File: config.mk
export PLATFORM = sky130hd
export DESIGN_NAME = drift_mobility_step_top
export DESIGN_NICKNAME = d
export VERILOG_FILES = /design/src/sv/dms_pkg.sv /design/src/sv/dms_mul.sv /design/src/sv/dms_ctrl.sv /design/src/sv/drift_mobility_step_top.sv
export SDC_FILE = /design/constraint.sdc
export NUM_CORES = 2
export LEC_CHECK = 0
export BUFFER_PORTS_ARGS = -buffer_cell sky130_fd_sc_hd__buf_2
export CORE_UTILIZATION = 40
export CTS_CLUSTER_SIZE = 25
export DETAILED_ROUTE_END_ITERATION = 6
export GPL_TIMING_DRIVEN = 0
export HOLD_SLACK_MARGIN = 0.05
export SYNTH_ARGS = -nofsm -noshare
export SYNTH_HDL_FRONTEND = slang
export SYNTH_HIERARCHICAL = 1
export SYNTH_SLANG_ARGS = --single-unit
File: constraint.sdc
create_clock -name clk -period 13.95 [get_ports clk]
set_input_delay 4.185 -clock clk [delete_from_list [all_inputs] [get_ports clk]]
set_output_delay 4.185 -clock clk [all_outputs]
set_load 0.05 [all_outputs]
File: src/sv/dms_pkg.sv
// Shared constants, register indexes and control struct of the drift mobility step block.
package dms_pkg;

  localparam int unsigned ALPHA_W    = 17;
  localparam int unsigned MEAN_W     = 23;
  localparam int unsigned SPREAD_W   = 22;
  localparam int unsigned LIMITS_W   = 51;
  localparam int unsigned POS_W      = 32;
  localparam int unsigned VEL_W      = 24;
  localparam int unsigned DIM_W      = 16;
  localparam int unsigned AXES       = 3;
  localparam int unsigned AXIS_W     = 2;
  localparam int unsigned CFG_IDX_W  = 3;
  localparam int unsigned BOUND_LSB  = 48;
  localparam int unsigned ROUND_SHIFT = 16;

  localparam logic [AXIS_W-1:0]   Z_AXIS       = 2'd2;
  localparam logic [ALPHA_W-1:0]  ALPHA_ONE    = 17'h10000;
  localparam logic [LIMITS_W-1:0] LIMITS_RESET = 51'h6_0000_0000_0000;

  typedef enum logic [CFG_IDX_W-1:0] {
    REG_ALPHA    = 3'd0,
    REG_MEAN_X   = 3'd1,
    REG_MEAN_Y   = 3'd2,
    REG_MEAN_Z   = 3'd3,
    REG_SPREAD_X = 3'd4,
    REG_SPREAD_Y = 3'd5,
    REG_SPREAD_Z = 3'd6,
    REG_LIMITS   = 3'd7
  } cfg_reg_t;

  typedef struct packed {
    logic              busy;
    logic              mul_dev;
    logic              mul_old;
    logic              mul_tgt;
    logic              vel_step;
    logic              pos_step;
    logic              finish;
    logic [AXIS_W-1:0] axis;
  } dms_ctl_t;

endpackage

File: src/sv/dms_mul.sv
// Shared signed multiplier with registered product.
module dms_mul #(
  parameter int unsigned AW = 25,
  parameter int unsigned BW = 18
) (
  input  logic                     clk,
  input  logic signed [AW-1:0]     a,
  input  logic signed [BW-1:0]     b,
  output logic signed [AW+BW-1:0]  prod
);

  logic signed [AW+BW-1:0] prod_r;

  always_ff @(posedge clk) begin
    prod_r <= a * b;
  end

  assign prod = prod_r;

endmodule

File: src/sv/dms_ctrl.sv
// Sequencer stepping the shared multiplier through the three axes of one tick.
module dms_ctrl (
  input  logic                clk,
  input  logic                rst_n,
  input  logic                in_fire,
  input  logic                in_cmd,
  input  logic                out_free,
  output dms_pkg::dms_ctl_t   ctl
);

  typedef enum logic [2:0] {
    S_IDLE, S_DEV, S_OLD, S_TGT, S_VEL, S_POS, S_DONE
  } state_t;

  localparam logic [dms_pkg::AXIS_W-1:0] LAST_AXIS = dms_pkg::AXIS_W'(dms_pkg::AXES - 1);

  state_t                       state_r, state_nxt;
  logic [dms_pkg::AXIS_W-1:0]   axis_r, axis_nxt;

  always_comb begin
    state_nxt = state_r;
    axis_nxt  = axis_r;
    unique case (state_r)
      S_IDLE: begin
        if (in_fire) begin
          axis_nxt  = '0;
          state_nxt = in_cmd ? S_DONE : S_DEV;
        end
      end
      S_DEV: state_nxt = S_OLD;
      S_OLD: state_nxt = S_TGT;
      S_TGT: state_nxt = S_VEL;
      S_VEL: state_nxt = S_POS;
      S_POS: begin
        if (axis_r == LAST_AXIS) begin
          state_nxt = S_DONE;
        end else begin
          axis_nxt  = axis_r + 1'b1;
          state_nxt = S_DEV;
        end
      end
      S_DONE: begin
        if (out_free) state_nxt = S_IDLE;
      end
      default: state_nxt = S_IDLE;
    endcase
  end

  always_ff @(posedge clk) begin
    if (!rst_n) begin
      state_r <= S_IDLE;
      axis_r  <= '0;
    end else begin
      state_r <= state_nxt;
      axis_r  <= axis_nxt;
    end
  end

  always_comb begin
    ctl          = '0;
    ctl.busy     = (state_r != S_IDLE);
    ctl.mul_dev  = (state_r == S_DEV);
    ctl.mul_old  = (state_r == S_OLD);
    ctl.mul_tgt  = (state_r == S_TGT);
    ctl.vel_step = (state_r == S_VEL);
    ctl.pos_step = (state_r == S_POS);
    ctl.finish   = (state_r == S_DONE) && out_free;
    ctl.axis     = axis_r;
  end

endmodule

File: src/sv/drift_mobility_step_top.sv
// Top level of the drift mobility step block: registers, axis datapath and result stage.
//
// Each advance item runs the three axes in turn through one shared multiplier, per axis in
// the steps noise scaling, alpha times old velocity, one-minus-alpha times target,
// rounding with velocity add and wall reflection. A load item skips these steps. The
// sequence is set by the three products per axis queued on the single multiplier.
// in_stall stays high while an item is being worked on; a finished result waits in the
// output register, and the block takes the next item meanwhile. Configuration writes are
// always taken (cfg_ready tied high) and are meant to happen only while no item is in
// flight.
module drift_mobility_step_top #(
  parameter int unsigned FRACTION_BITS = 8,
  parameter int unsigned NOISE_BITS    = 16
) (
  input  logic                               clk,
  input  logic                               rst_n,
  // input items
  input  logic                               in_valid,
  output logic                               in_stall,
  input  logic                               in_cmd,
  input  logic [NOISE_BITS-1:0]              in_noise_x,
  input  logic                               in_sign_x,
  input  logic [NOISE_BITS-1:0]              in_noise_y,
  input  logic                               in_sign_y,
  input  logic [NOISE_BITS-1:0]              in_noise_z,
  input  logic                               in_sign_z,
  input  logic signed [dms_pkg::POS_W-1:0]   in_load_x,
  input  logic signed [dms_pkg::POS_W-1:0]   in_load_y,
  input  logic signed [dms_pkg::POS_W-1:0]   in_load_z,
  // result items
  output logic                               out_valid,
  input  logic                               out_stall,
  output logic signed [dms_pkg::POS_W-1:0]   out_pos_x,
  output logic signed [dms_pkg::POS_W-1:0]   out_pos_y,
  output logic signed [dms_pkg::POS_W-1:0]   out_pos_z,
  output logic [dms_pkg::AXES-1:0]           out_bounced,
  // configuration
  input  logic                               cfg_valid,
  output logic                               cfg_ready,
  input  logic [dms_pkg::CFG_IDX_W-1:0]      cfg_index,
  input  logic [dms_pkg::LIMITS_W-1:0]       cfg_data
);

  localparam int unsigned VW     = dms_pkg::VEL_W;
  localparam int unsigned PW     = dms_pkg::POS_W;
  localparam int unsigned MA_W   = VW + 1;
  localparam int unsigned MB_W   = (NOISE_BITS + 1 > dms_pkg::ALPHA_W + 1) ?
                                   NOISE_BITS + 1 : dms_pkg::ALPHA_W + 1;
  localparam int unsigned PROD_W = MA_W + MB_W;
  localparam int unsigned ACC_W  = PROD_W + 1;
  localparam int unsigned SUM_W  = PW + 1;
  localparam int unsigned LIM_W  = dms_pkg::DIM_W + FRACTION_BITS;
  localparam int unsigned RW     = ((LIM_W > SUM_W) ? LIM_W : SUM_W) + 2;

  localparam logic signed [ACC_W-1:0] ACC_ROUND = ACC_W'(64'sd1 <<< (dms_pkg::ROUND_SHIFT - 1));
  localparam logic signed [ACC_W-1:0] ACC_VMAX  = ACC_W'((64'sd1 <<< (VW - 1)) - 64'sd1);
  localparam logic signed [ACC_W-1:0] ACC_VMIN  = -ACC_VMAX - ACC_W'(1);
  localparam logic signed [VW-1:0]    VEL_MAX   = VW'(ACC_VMAX);
  localparam logic signed [VW-1:0]    VEL_MIN   = VW'(ACC_VMIN);
  localparam logic signed [RW-1:0]    R_PMAX    = RW'((64'sd1 <<< (PW - 1)) - 64'sd1);
  localparam logic signed [RW-1:0]    R_PMIN    = -R_PMAX - RW'(1);

  // configuration registers
  logic [dms_pkg::ALPHA_W-1:0]          alpha_r;
  logic signed [dms_pkg::MEAN_W-1:0]    mean_r   [dms_pkg::AXES];
  logic [dms_pkg::SPREAD_W-1:0]         spread_r [dms_pkg::AXES];
  logic [dms_pkg::LIMITS_W-1:0]         limits_r;

  // model state
  logic signed [PW-1:0]                 pos_r    [dms_pkg::AXES];
  logic signed [VW-1:0]                 vel_r    [dms_pkg::AXES];
  logic [dms_pkg::AXES-1:0]             flip_r;

  // per item working registers
  logic [NOISE_BITS-1:0]                noise_r  [dms_pkg::AXES];
  logic [dms_pkg::AXES-1:0]             sign_r;
  logic signed [VW-1:0]                 target_r, target_nxt;
  logic signed [ACC_W-1:0]              acc_r;
  logic signed [VW-1:0]                 vnew_r, vnew_nxt;
  logic signed [SUM_W-1:0]              psum_r, psum_nxt;
  logic [dms_pkg::AXES-1:0]             bounced_r;

  // result stage
  logic                                 out_valid_r;
  logic signed [PW-1:0]                 out_pos_r [dms_pkg::AXES];
  logic [dms_pkg::AXES-1:0]             out_bounced_r;

  dms_pkg::dms_ctl_t                    ctl;
  logic [dms_pkg::AXIS_W-1:0]           ax;
  logic                                 in_fire, cfg_fire, out_free;

  logic [dms_pkg::ALPHA_W-1:0]          alpha_eff;
  logic signed [MA_W-1:0]               mul_a;
  logic signed [MB_W-1:0]               mul_b;
  logic signed [PROD_W-1:0]             prod;

  logic [dms_pkg::SPREAD_W-1:0]         dev;
  logic signed [VW-1:0]                 mean_ext, mean_eff, dev_s;
  logic signed [ACC_W-1:0]              acc_sum, acc_q;

  logic [dms_pkg::DIM_W-1:0]            dim;
  logic signed [RW-1:0]                 lim, p, p_ref;
  logic                                 bound, hit;
  logic signed [PW-1:0]                 pos_sat;
  logic signed [VW-1:0]                 vel_fin;

  assign in_fire   = in_valid && !in_stall;
  assign cfg_fire  = cfg_valid && cfg_ready;
  assign out_free  = !out_valid_r || !out_stall;
  assign in_stall  = ctl.busy;
  assign cfg_ready = 1'b1;
  assign ax        = ctl.axis;

  dms_ctrl u_ctrl (
    .clk      (clk),
    .rst_n    (rst_n),
    .in_fire  (in_fire),
    .in_cmd   (in_cmd),
    .out_free (out_free),
    .ctl      (ctl)
  );

  dms_mul #(
    .AW (MA_W),
    .BW (MB_W)
  ) u_mul (
    .clk  (clk),
    .a    (mul_a),
    .b    (mul_b),
    .prod (prod)
  );

  assign alpha_eff = (alpha_r > dms_pkg::ALPHA_ONE) ? dms_pkg::ALPHA_ONE : alpha_r;

  // operand selection for the shared multiplier
  always_comb begin
    mul_a = '0;
    mul_b = '0;
    if (ctl.mul_dev) begin
      mul_a = MA_W'(spread_r[ax]);
      mul_b = MB_W'(noise_r[ax]);
    end else if (ctl.mul_old) begin
      mul_a = MA_W'(vel_r[ax]);
      mul_b = MB_W'(alpha_eff);
    end else if (ctl.mul_tgt) begin
      mul_a = MA_W'(target_r);
      mul_b = MB_W'(dms_pkg::ALPHA_ONE - alpha_eff);
    end
  end

  // target step: mean (flipped after a reflection) plus signed deviation
  always_comb begin
    dev        = prod[NOISE_BITS +: dms_pkg::SPREAD_W];
    dev_s      = signed'(VW'(dev));
    mean_ext   = VW'(mean_r[ax]);
    mean_eff   = flip_r[ax] ? -mean_ext : mean_ext;
    target_nxt = mean_eff + (sign_r[ax] ? -dev_s : dev_s);
  end

  // blended velocity, rounded half up and saturated
  always_comb begin
    acc_sum = acc_r + ACC_W'(prod) + ACC_ROUND;
    acc_q   = acc_sum >>> dms_pkg::ROUND_SHIFT;
    if (acc_q > ACC_VMAX) begin
      vnew_nxt = VEL_MAX;
    end else if (acc_q < ACC_VMIN) begin
      vnew_nxt = VEL_MIN;
    end else begin
      vnew_nxt = VW'(acc_q);
    end
    psum_nxt = SUM_W'(pos_r[ax]) + SUM_W'(vnew_nxt);
  end

  // single reflection off the crossed wall
  always_comb begin
    dim   = limits_r[dms_pkg::DIM_W * ax +: dms_pkg::DIM_W];
    bound = limits_r[dms_pkg::BOUND_LSB + ax];
    lim   = signed'(RW'(dim)) <<< FRACTION_BITS;
    p     = RW'(psum_r);
    p_ref = p;
    hit   = 1'b0;
    if (bound) begin
      if (ax != dms_pkg::Z_AXIS) begin
        if (p > lim) begin
          p_ref = (lim <<< 1) - p;
          hit   = 1'b1;
        end else if (p < 0) begin
          p_ref = -p;
          hit   = 1'b1;
        end
      end else begin
        if (p < -lim) begin
          p_ref = -(lim <<< 1) - p;
          hit   = 1'b1;
        end else if (p > 0) begin
          p_ref = -p;
          hit   = 1'b1;
        end
      end
    end
    if (p_ref > R_PMAX) begin
      pos_sat = PW'(R_PMAX);
    end else if (p_ref < R_PMIN) begin
      pos_sat = PW'(R_PMIN);
    end else begin
      pos_sat = PW'(p_ref);
    end
    if (!hit) begin
      vel_fin = vnew_r;
    end else if (vnew_r == VEL_MIN) begin
      vel_fin = VEL_MAX;
    end else begin
      vel_fin = -vnew_r;
    end
  end

  // configuration registers
  always_ff @(posedge clk) begin
    if (!rst_n) begin
      alpha_r     <= '0;
      mean_r[0]   <= '0;
      mean_r[1]   <= '0;
      mean_r[2]   <= '0;
      spread_r[0] <= '0;
      spread_r[1] <= '0;
      spread_r[2] <= '0;
      limits_r    <= dms_pkg::LIMITS_RESET;
    end else if (cfg_fire) begin
      unique case (dms_pkg::cfg_reg_t'(cfg_index))
        dms_pkg::REG_ALPHA:    alpha_r     <= cfg_data[dms_pkg::ALPHA_W-1:0];
        dms_pkg::REG_MEAN_X:   mean_r[0]   <= cfg_data[dms_pkg::MEAN_W-1:0];
        dms_pkg::REG_MEAN_Y:   mean_r[1]   <= cfg_data[dms_pkg::MEAN_W-1:0];
        dms_pkg::REG_MEAN_Z:   mean_r[2]   <= cfg_data[dms_pkg::MEAN_W-1:0];
        dms_pkg::REG_SPREAD_X: spread_r[0] <= cfg_data[dms_pkg::SPREAD_W-1:0];
        dms_pkg::REG_SPREAD_Y: spread_r[1] <= cfg_data[dms_pkg::SPREAD_W-1:0];
        dms_pkg::REG_SPREAD_Z: spread_r[2] <= cfg_data[dms_pkg::SPREAD_W-1:0];
        dms_pkg::REG_LIMITS:   limits_r    <= cfg_data;
        default: ;
      endcase
    end
  end

  // position, velocity and mean flip state
  always_ff @(posedge clk) begin
    if (!rst_n) begin
      pos_r[0]  <= '0;
      pos_r[1]  <= '0;
      pos_r[2]  <= '0;
      vel_r[0]  <= '0;
      vel_r[1]  <= '0;
      vel_r[2]  <= '0;
      flip_r    <= '0;
      bounced_r <= '0;
    end else begin
      if (in_fire) begin
        bounced_r <= '0;
        if (in_cmd) begin
          pos_r[0] <= in_load_x;
          pos_r[1] <= in_load_y;
          pos_r[2] <= in_load_z;
        end
      end
      if (ctl.pos_step) begin
        pos_r[ax]     <= pos_sat;
        vel_r[ax]     <= vel_fin;
        flip_r[ax]    <= flip_r[ax] ^ hit;
        bounced_r[ax] <= hit;
      end
    end
  end

  // item capture and working registers
  always_ff @(posedge clk) begin
    if (in_fire) begin
      noise_r[0] <= in_noise_x;
      noise_r[1] <= in_noise_y;
      noise_r[2] <= in_noise_z;
      sign_r     <= {in_sign_z, in_sign_y, in_sign_x};
    end
    if (ctl.mul_old) target_r <= target_nxt;
    if (ctl.mul_tgt) acc_r    <= ACC_W'(prod);
    if (ctl.vel_step) begin
      vnew_r <= vnew_nxt;
      psum_r <= psum_nxt;
    end
  end

  // result register: hold while stalled, load on finish
  always_ff @(posedge clk) begin
    if (!rst_n) begin
      out_valid_r <= 1'b0;
    end else if (ctl.finish) begin
      out_valid_r <= 1'b1;
    end else if (!out_stall) begin
      out_valid_r <= 1'b0;
    end
  end

  always_ff @(posedge clk) begin
    if (ctl.finish) begin
      out_pos_r[0]  <= pos_r[0];
      out_pos_r[1]  <= pos_r[1];
      out_pos_r[2]  <= pos_r[2];
      out_bounced_r <= bounced_r;
    end
  end

  assign out_valid   = out_valid_r;
  assign out_pos_x   = out_pos_r[0];
  assign out_pos_y   = out_pos_r[1];
  assign out_pos_z   = out_pos_r[2];
  assign out_bounced = out_bounced_r;

  // an accepted item keeps the block busy in the next cycle
  a_busy_after_accept: assert property (@(posedge clk) disable iff (!rst_n)
    in_fire |=> in_stall)
    else $error("block not busy after accepting an item");

  // a load item leaves velocities and mean flips untouched
  a_load_keeps_vel: assert property (@(posedge clk) disable iff (!rst_n)
    in_fire && in_cmd |=> $stable(vel_r[0]) && $stable(vel_r[1]) && $stable(vel_r[2])
                          && $stable(flip_r))
    else $error("load item changed velocity state");

  // reflections only on axes whose bound is enabled
  a_bounce_bounded: assert property (@(posedge clk) disable iff (!rst_n)
    out_valid |-> (out_bounced & ~limits_r[dms_pkg::BOUND_LSB +: dms_pkg::AXES]) == '0)
    else $error("reflection reported on an unbounded axis");

  // a mean flip changes only at the position step of a reflection
  a_flip_on_hit: assert property (@(posedge clk) disable iff (!rst_n)
    !ctl.pos_step |=> $stable(flip_r))
    else $error("mean flip changed outside a position step");

endmodule

### After elaboration in Yosys (flattened, before gate mapping)

Memories as Yosys holds them, arrays and structs flattened. A register that Yosys moved wholly into a read port is not among the register bits.
Index checks and enable logic that the tools add are counted.

* add/sub/neg operators: 15
* $mul: 1
* order comparisons: 12
* equal/unequal tests: 20
* shift operators: 1
* multiplexer cells: 111
* bitwise gates (word level): 10
* reduce and logical (&&, ||, !) cells: 17

Operators with widths (number)
* two-way mux 35 bit: 6
* two-way mux 32 bit: 6
* two-way mux 24 bit: 7
* two-way mux 25 bit: 3
* two-way mux 23 bit: 3
* two-way mux 22 bit: 3
* two-way mux 18 bit: 3
* variable part select 51 x 7 -> 16 bit: 1
* two-way mux 1 bit: 50
* adder 43 x 43 -> 44 bit: 1
* adder 44 x 17 -> 44 bit (second input constant): 1
* multiplier 25 x 18 -> 43 bit: 1
* > comparator 35 x 32 -> 1 bit (second input constant): 1
* less-than comparator 33 x 35 -> 1 bit: 1
* less-than comparator 35 x 32 -> 1 bit (second input constant): 1
* negator 24 -> 35 bit: 1
* negator 25 -> 35 bit: 1
* negator 33 -> 35 bit: 1
* subtractor 35 x 33 -> 35 bit: 1
* subtractor 26 x 33 -> 34 bit: 1
* adder 32 x 24 -> 33 bit: 1
* > comparator 33 x 1 -> 1 bit (second input constant): 1
* > comparator 33 x 25 -> 1 bit: 1
* less-than comparator 33 x 1 -> 1 bit (second input constant): 1
* other kinds (41): 90

* register bits after elaboration: 253
* RAM bits: 447
* input port bits: 207
* logic and storage cells: 207
* memories: 6

Memory list
* out_pos_r: words 3, width 32, rd ports 3, clocked after Yosys merged registers in 0, write ports 3, line drift_mobility_step_top.sv:85 `logic signed [PW-1:0] out_pos_r [dms_pkg::AXES];`
* pos_r: words 3, width 32, rd ports 4, clocked after Yosys merged registers in 1, write ports 3, line drift_mobility_step_top.sv:70 `logic signed [PW-1:0] pos_r [dms_pkg::AXES];`
* vel_r: words 3, width 24, rd ports 1, clocked after Yosys merged registers in 1, write ports 3, line drift_mobility_step_top.sv:71 `logic signed [VW-1:0] vel_r [dms_pkg::AXES];`
* mean_r: words 3, width 23, rd ports 1, clocked after Yosys merged registers in 1, write ports 3, line drift_mobility_step_top.sv:65 `logic signed [dms_pkg::MEAN_W-1:0] mean_r [dms_pkg::AXES];`
* spread_r: words 3, width 22, rd ports 1, clocked after Yosys merged registers in 1, write ports 3, line drift_mobility_step_top.sv:66 `logic [dms_pkg::SPREAD_W-1:0] spread_r [dms_pkg::AXES];`
* noise_r: words 3, width 16, rd ports 1, clocked after Yosys merged registers in 1, write ports 3, line drift_mobility_step_top.sv:75 `logic [NOISE_BITS-1:0] noise_r [dms_pkg::AXES];`

### Depth between registers and ports, before layout

* word-level depth: 10
* mapped depth: 36
* gate-level depth less buffers: 34

### Cells and area by module

Netlist, hierarchy kept.

By module, submodules not included
* drift_mobility_step_top: instances 1, cells an instance 3818, area each 41068.1 sq um, seq. area each 20509.7 sq um
* dms_mul: instances 1, cells an instance 1881, area each 16901.2 sq um, seq. area each 860.8 sq um
* dms_ctrl: instances 1, cells an instance 41, area each 334.1 sq um, seq. area each 100.1 sq um

### Least setup slack after synthesis

Ideal clock, no wire load.

* path kind: input port to flip-flop
* start point: input port out_stall
* end point: register out_bounced_r (netlist bit out_bounced[0]) (enable)
* setup time: 701 ps
* data arrival time: 11521 ps
* required time: 13249 ps
* setup slack: 1728 ps
* cell stages on the path: 2
* buffers on the path: 0
* cell sequence: nand2_1 > nor3b_1

RTL lines
* start: declaration: line drift_mobility_step_top.sv:32 `input logic out_stall,`
* end signal: assignment: line drift_mobility_step_top.sv:304 `out_bounced_r <= bounced_r;`
* end: declaration: line drift_mobility_step_top.sv:86 `logic [dms_pkg::AXES-1:0] out_bounced_r;`

==> impl_metrics.toml <==
[timing]
finalClockSkew_ns = 0.0686
fmax_mhz = 75.3
slew-limit-headroom = 0.0987
final_max_slew_viol_count = 0
min_period_ns = 13.28
finalHoldViolations = 0
rsz0062_at_grt = "false"
fin_ws_ns = 0.670
setup_violations = 0
tightest_slew_ns = 1.34
period_share = 0.952

[synth]
synthCells = 5740
synth-compound-area-share = 0.120
synth_ff_type = "edfxtp_1"
ys_warn_count = 6
synth_top_family_by_area = "adder cells"
yosys-mux-area-fraction = 0.0378
synth_area_mm2 = 0.0583
ys_types = 104
synth-seq-cells = 756
synth-seq-area-share = 0.368
synth-xor-area-share = 0.0383
yosys.area_share.adder = 0.237
postSynthAreaPerCell_um2 = 10.2
yosys.area_share.simple = 0.137
ys_async_sr_fraction = 0
synth_edf_count = 633

[routing]
drt_iter0_drc = 4410
firstDrtPassIters = 6
viasPerCell = 5.57
num_vias = 45500
wl_per_cell_um = 23.5
drcViolationCount = 0
routed_wl_mm = 192
ant_nets = 0

[critical_path]
cp.arrival_ns = 13.77
worstSetupEndpointType = "flip-flop"
r2r_slack_ns = 0.67
path_buf_inv = 13
worstRegToRegCells = 30
max_stage_delay_ns = 0.66
crit_family = "buffers and inverters"
critPathRequiredTime_ns = 14.44
worst_r2r_endpoint = "u_mul/prod[39]$_DFF_P_"
crit_top_cell = "clkbuf_1"
critPathKind = "flip-flop to flip-flop"
critPathLaunchType = "flip-flop"
r2r-start = "u_ctrl/axis_r[1]$_SDFFE_PN0P_"
cpMaxStageDelayCell = "clkbuf_1"
crit_fanout = 10

[layout]
n_fill_cell = 13800
final_cell_mix = "nand2_1 (688), inv_1 (671), edfxtp_1 (633)"
nNetsFinal = 7217
design_area_mm2 = 0.0656
layout-drive-gt1-share = 0.101
synthToLayoutAreaGrowth_pct = 12.5
final_common_cell = "nand2_1"
final_cells = 8162

[place]
dp_slack_ns = -0.167
dp_hpwl_mm = 154
dp.cells = 7987
place_congestion = 0.951
placed_area_mm2 = 0.0628
io_buffers = 305

[global_route]
grt-ovfl-total = 0
gr-usage-all-layers = 0.259
grt_busiest_layer = "met2"
grt_pass1_wl_mm = 283
grt.met1_usage = 0.366
grt_max_degree = 58
grtUsageMet2 = 0.408
antenna_found_initial = 18
grt_pass1_vias = 44400
use_met3 = 0.0389

[min_path]
hp-start = "pos_r[2][26]$_DFFE_PP_"
min_delay_path_depth = 0
min_to = "out_pos_r[0][90]$_DFFE_PP_"
hp-class = "flip-flop to flip-flop"

[die]
die_x_um = 384
num_io_pins = 309
coreArea_mm2 = 0.144
die_h_um = 384
rows = 139
start_util = 0.404
die-area_mm2 = 0.147

[power]
cellLeakagePower_uw = 0.0269
p_per_area_mw_per_mm2 = 208
peakVddDrop_mv = 0.164

[cts]
path_clk_slew_ns = 0.06
cts_tree = "yes"
cts_made_buffers = 85
cts_sinks = 756
h-tree-depth = 3
clock_latency_ns = 0.71
clk_path_buf_depth = 3
root_buffer = "clkbuf_16"

[flow_run]
drv_cap = 0

[run_status]
status = "complete, no violations"
## synth_stat cells, types with 27 or more instances
master    count  area, um2
ha_1        394       4930
o211ai_1     62        465
xnor2_1     183       1600
a21o_1       67        503
mux4_2       59       1330
dfxtp_1     123       2460
a211oi_1     40        300
nor3_1       81        405
xor2_1       72        631
nand2b_1     48        300
and3_1       30        188
nand2_1     691       2590
nor2_1      401       1510
nand4_1      27        169
o21a_1       27        203
fa_1        443       8870
a21boi_0     77        578
inv_1       672       2520
a21oi_1     321       1610
and2_1      223       1400
nor2b_1      33        206
o21ai_0     224       1120
clkbuf_1    220        826
mux2i_1      83        831
edfxtp_1    633      19000
nand3_1      75        375
## kinds of logic (layout without fill, tap and decap cells)
| kind of cell | after synthesis | after routing |
|---|---|---|
| buffers and inverters | 936 | 1433 |
| muxes | 146 | 146 |
| adders and majority gates | 837 | 837 |
| xor gates and xnor gates | 255 | 255 |
| DFF | 756 | 756 |
| and+or+nand+nor | 1722 | 1722 |
| AOI/OAI and AO/OA | 1086 | 1086 |
| other | 2 | 24 |
## where the power goes
group	switching (uW)	leakage (uW)	internal [uW]
Combinational	5160	0.0185	2910
Clock	965	0.00133	1220
Sequential	367	0.00709	3040
## registers in the layout, summed over array words and instances (netlist names), 24 cells and up
name	flops
limits_r	51
acc_r	43
noise_r	48
mean_r	69
vnew_r	24
target_r	24
vel_r	96
spread_r	66
pos_r	128
psum_r	33
u_mul/prod	43
out_pos_r	96
## timing repair
action,4_1_cts,5_1_grt
gates resized for setup,1,10
hold buffers,0,0
endpoints found under the hold margin,0,0
cloned,0,0
setup buffers,0,0
endpoints found under the setup margin,2,5
## metal layers
metal / part of all wire / routed length, um
met5: 0.000047 / 9
met4: 0.030 / 5760
met3: 0.075 / 14400
met2: 0.46 / 88600
met1: 0.43 / 83000
## layout make-up
| cell class | count | area, um2 | area share |
|---|---|---|---|
| Buffer | 263 | 1050 | 0.0160 |
| Clock inverter | 38 | 357 | 0.00544 |
| Inverter | 672 | 2520 | 0.0385 |
| Clock buffer | 119 | 2360 | 0.0360 |
| Tap cell | 1903 | 2380 | 0.0363 |
| Timing Repair Buffer | 341 | 2020 | 0.0307 |
| Sequential cell | 756 | 21500 | 0.327 |
| Antenna cell | 16 | 40.0 | 0.000610 |
| Multi-Input combinational cell | 4054 | 33400 | 0.509 |
## how the worst max path moves through the flow
stage                                               from                        to  slack, ns  cells past startpoint
after global placement    u_ctrl/state_r[1]$_SDFFE_PN0P_    u_mul/prod[42]$_DFF_P_      -3.41                     24
after detailed placement   u_ctrl/axis_r[1]$_SDFFE_PN0P_    u_mul/prod[42]$_DFF_P_      -0.17                     30
after global routing       u_ctrl/axis_r[1]$_SDFFE_PN0P_    u_mul/prod[39]$_DFF_P_       0.11                     30
after floorplan                                out_stall  out_bounced[0]$_DFFE_PP_       1.73                      2
final                      u_ctrl/axis_r[1]$_SDFFE_PN0P_    u_mul/prod[39]$_DFF_P_       0.67                     30
after CTS                  u_ctrl/axis_r[1]$_SDFFE_PN0P_    u_mul/prod[42]$_DFF_P_       0.04                     30
## through the flow
step	total power, uW	utilization	hold WS (ns)	TNS, ns
2_1_floorplan	8840	-	0.408	0
3_3_place_gp	11300	0.432	0.413	-367.07
3_5_place_dp	11300	0.435	0.420	-0.167
4_1_cts	13600	0.454	0.405	0
5_1_grt	14600	0.455	0.406	0
6_report	13700	0.455	0.409	0
Note: power is estimated with default switching activity, not from simulation.
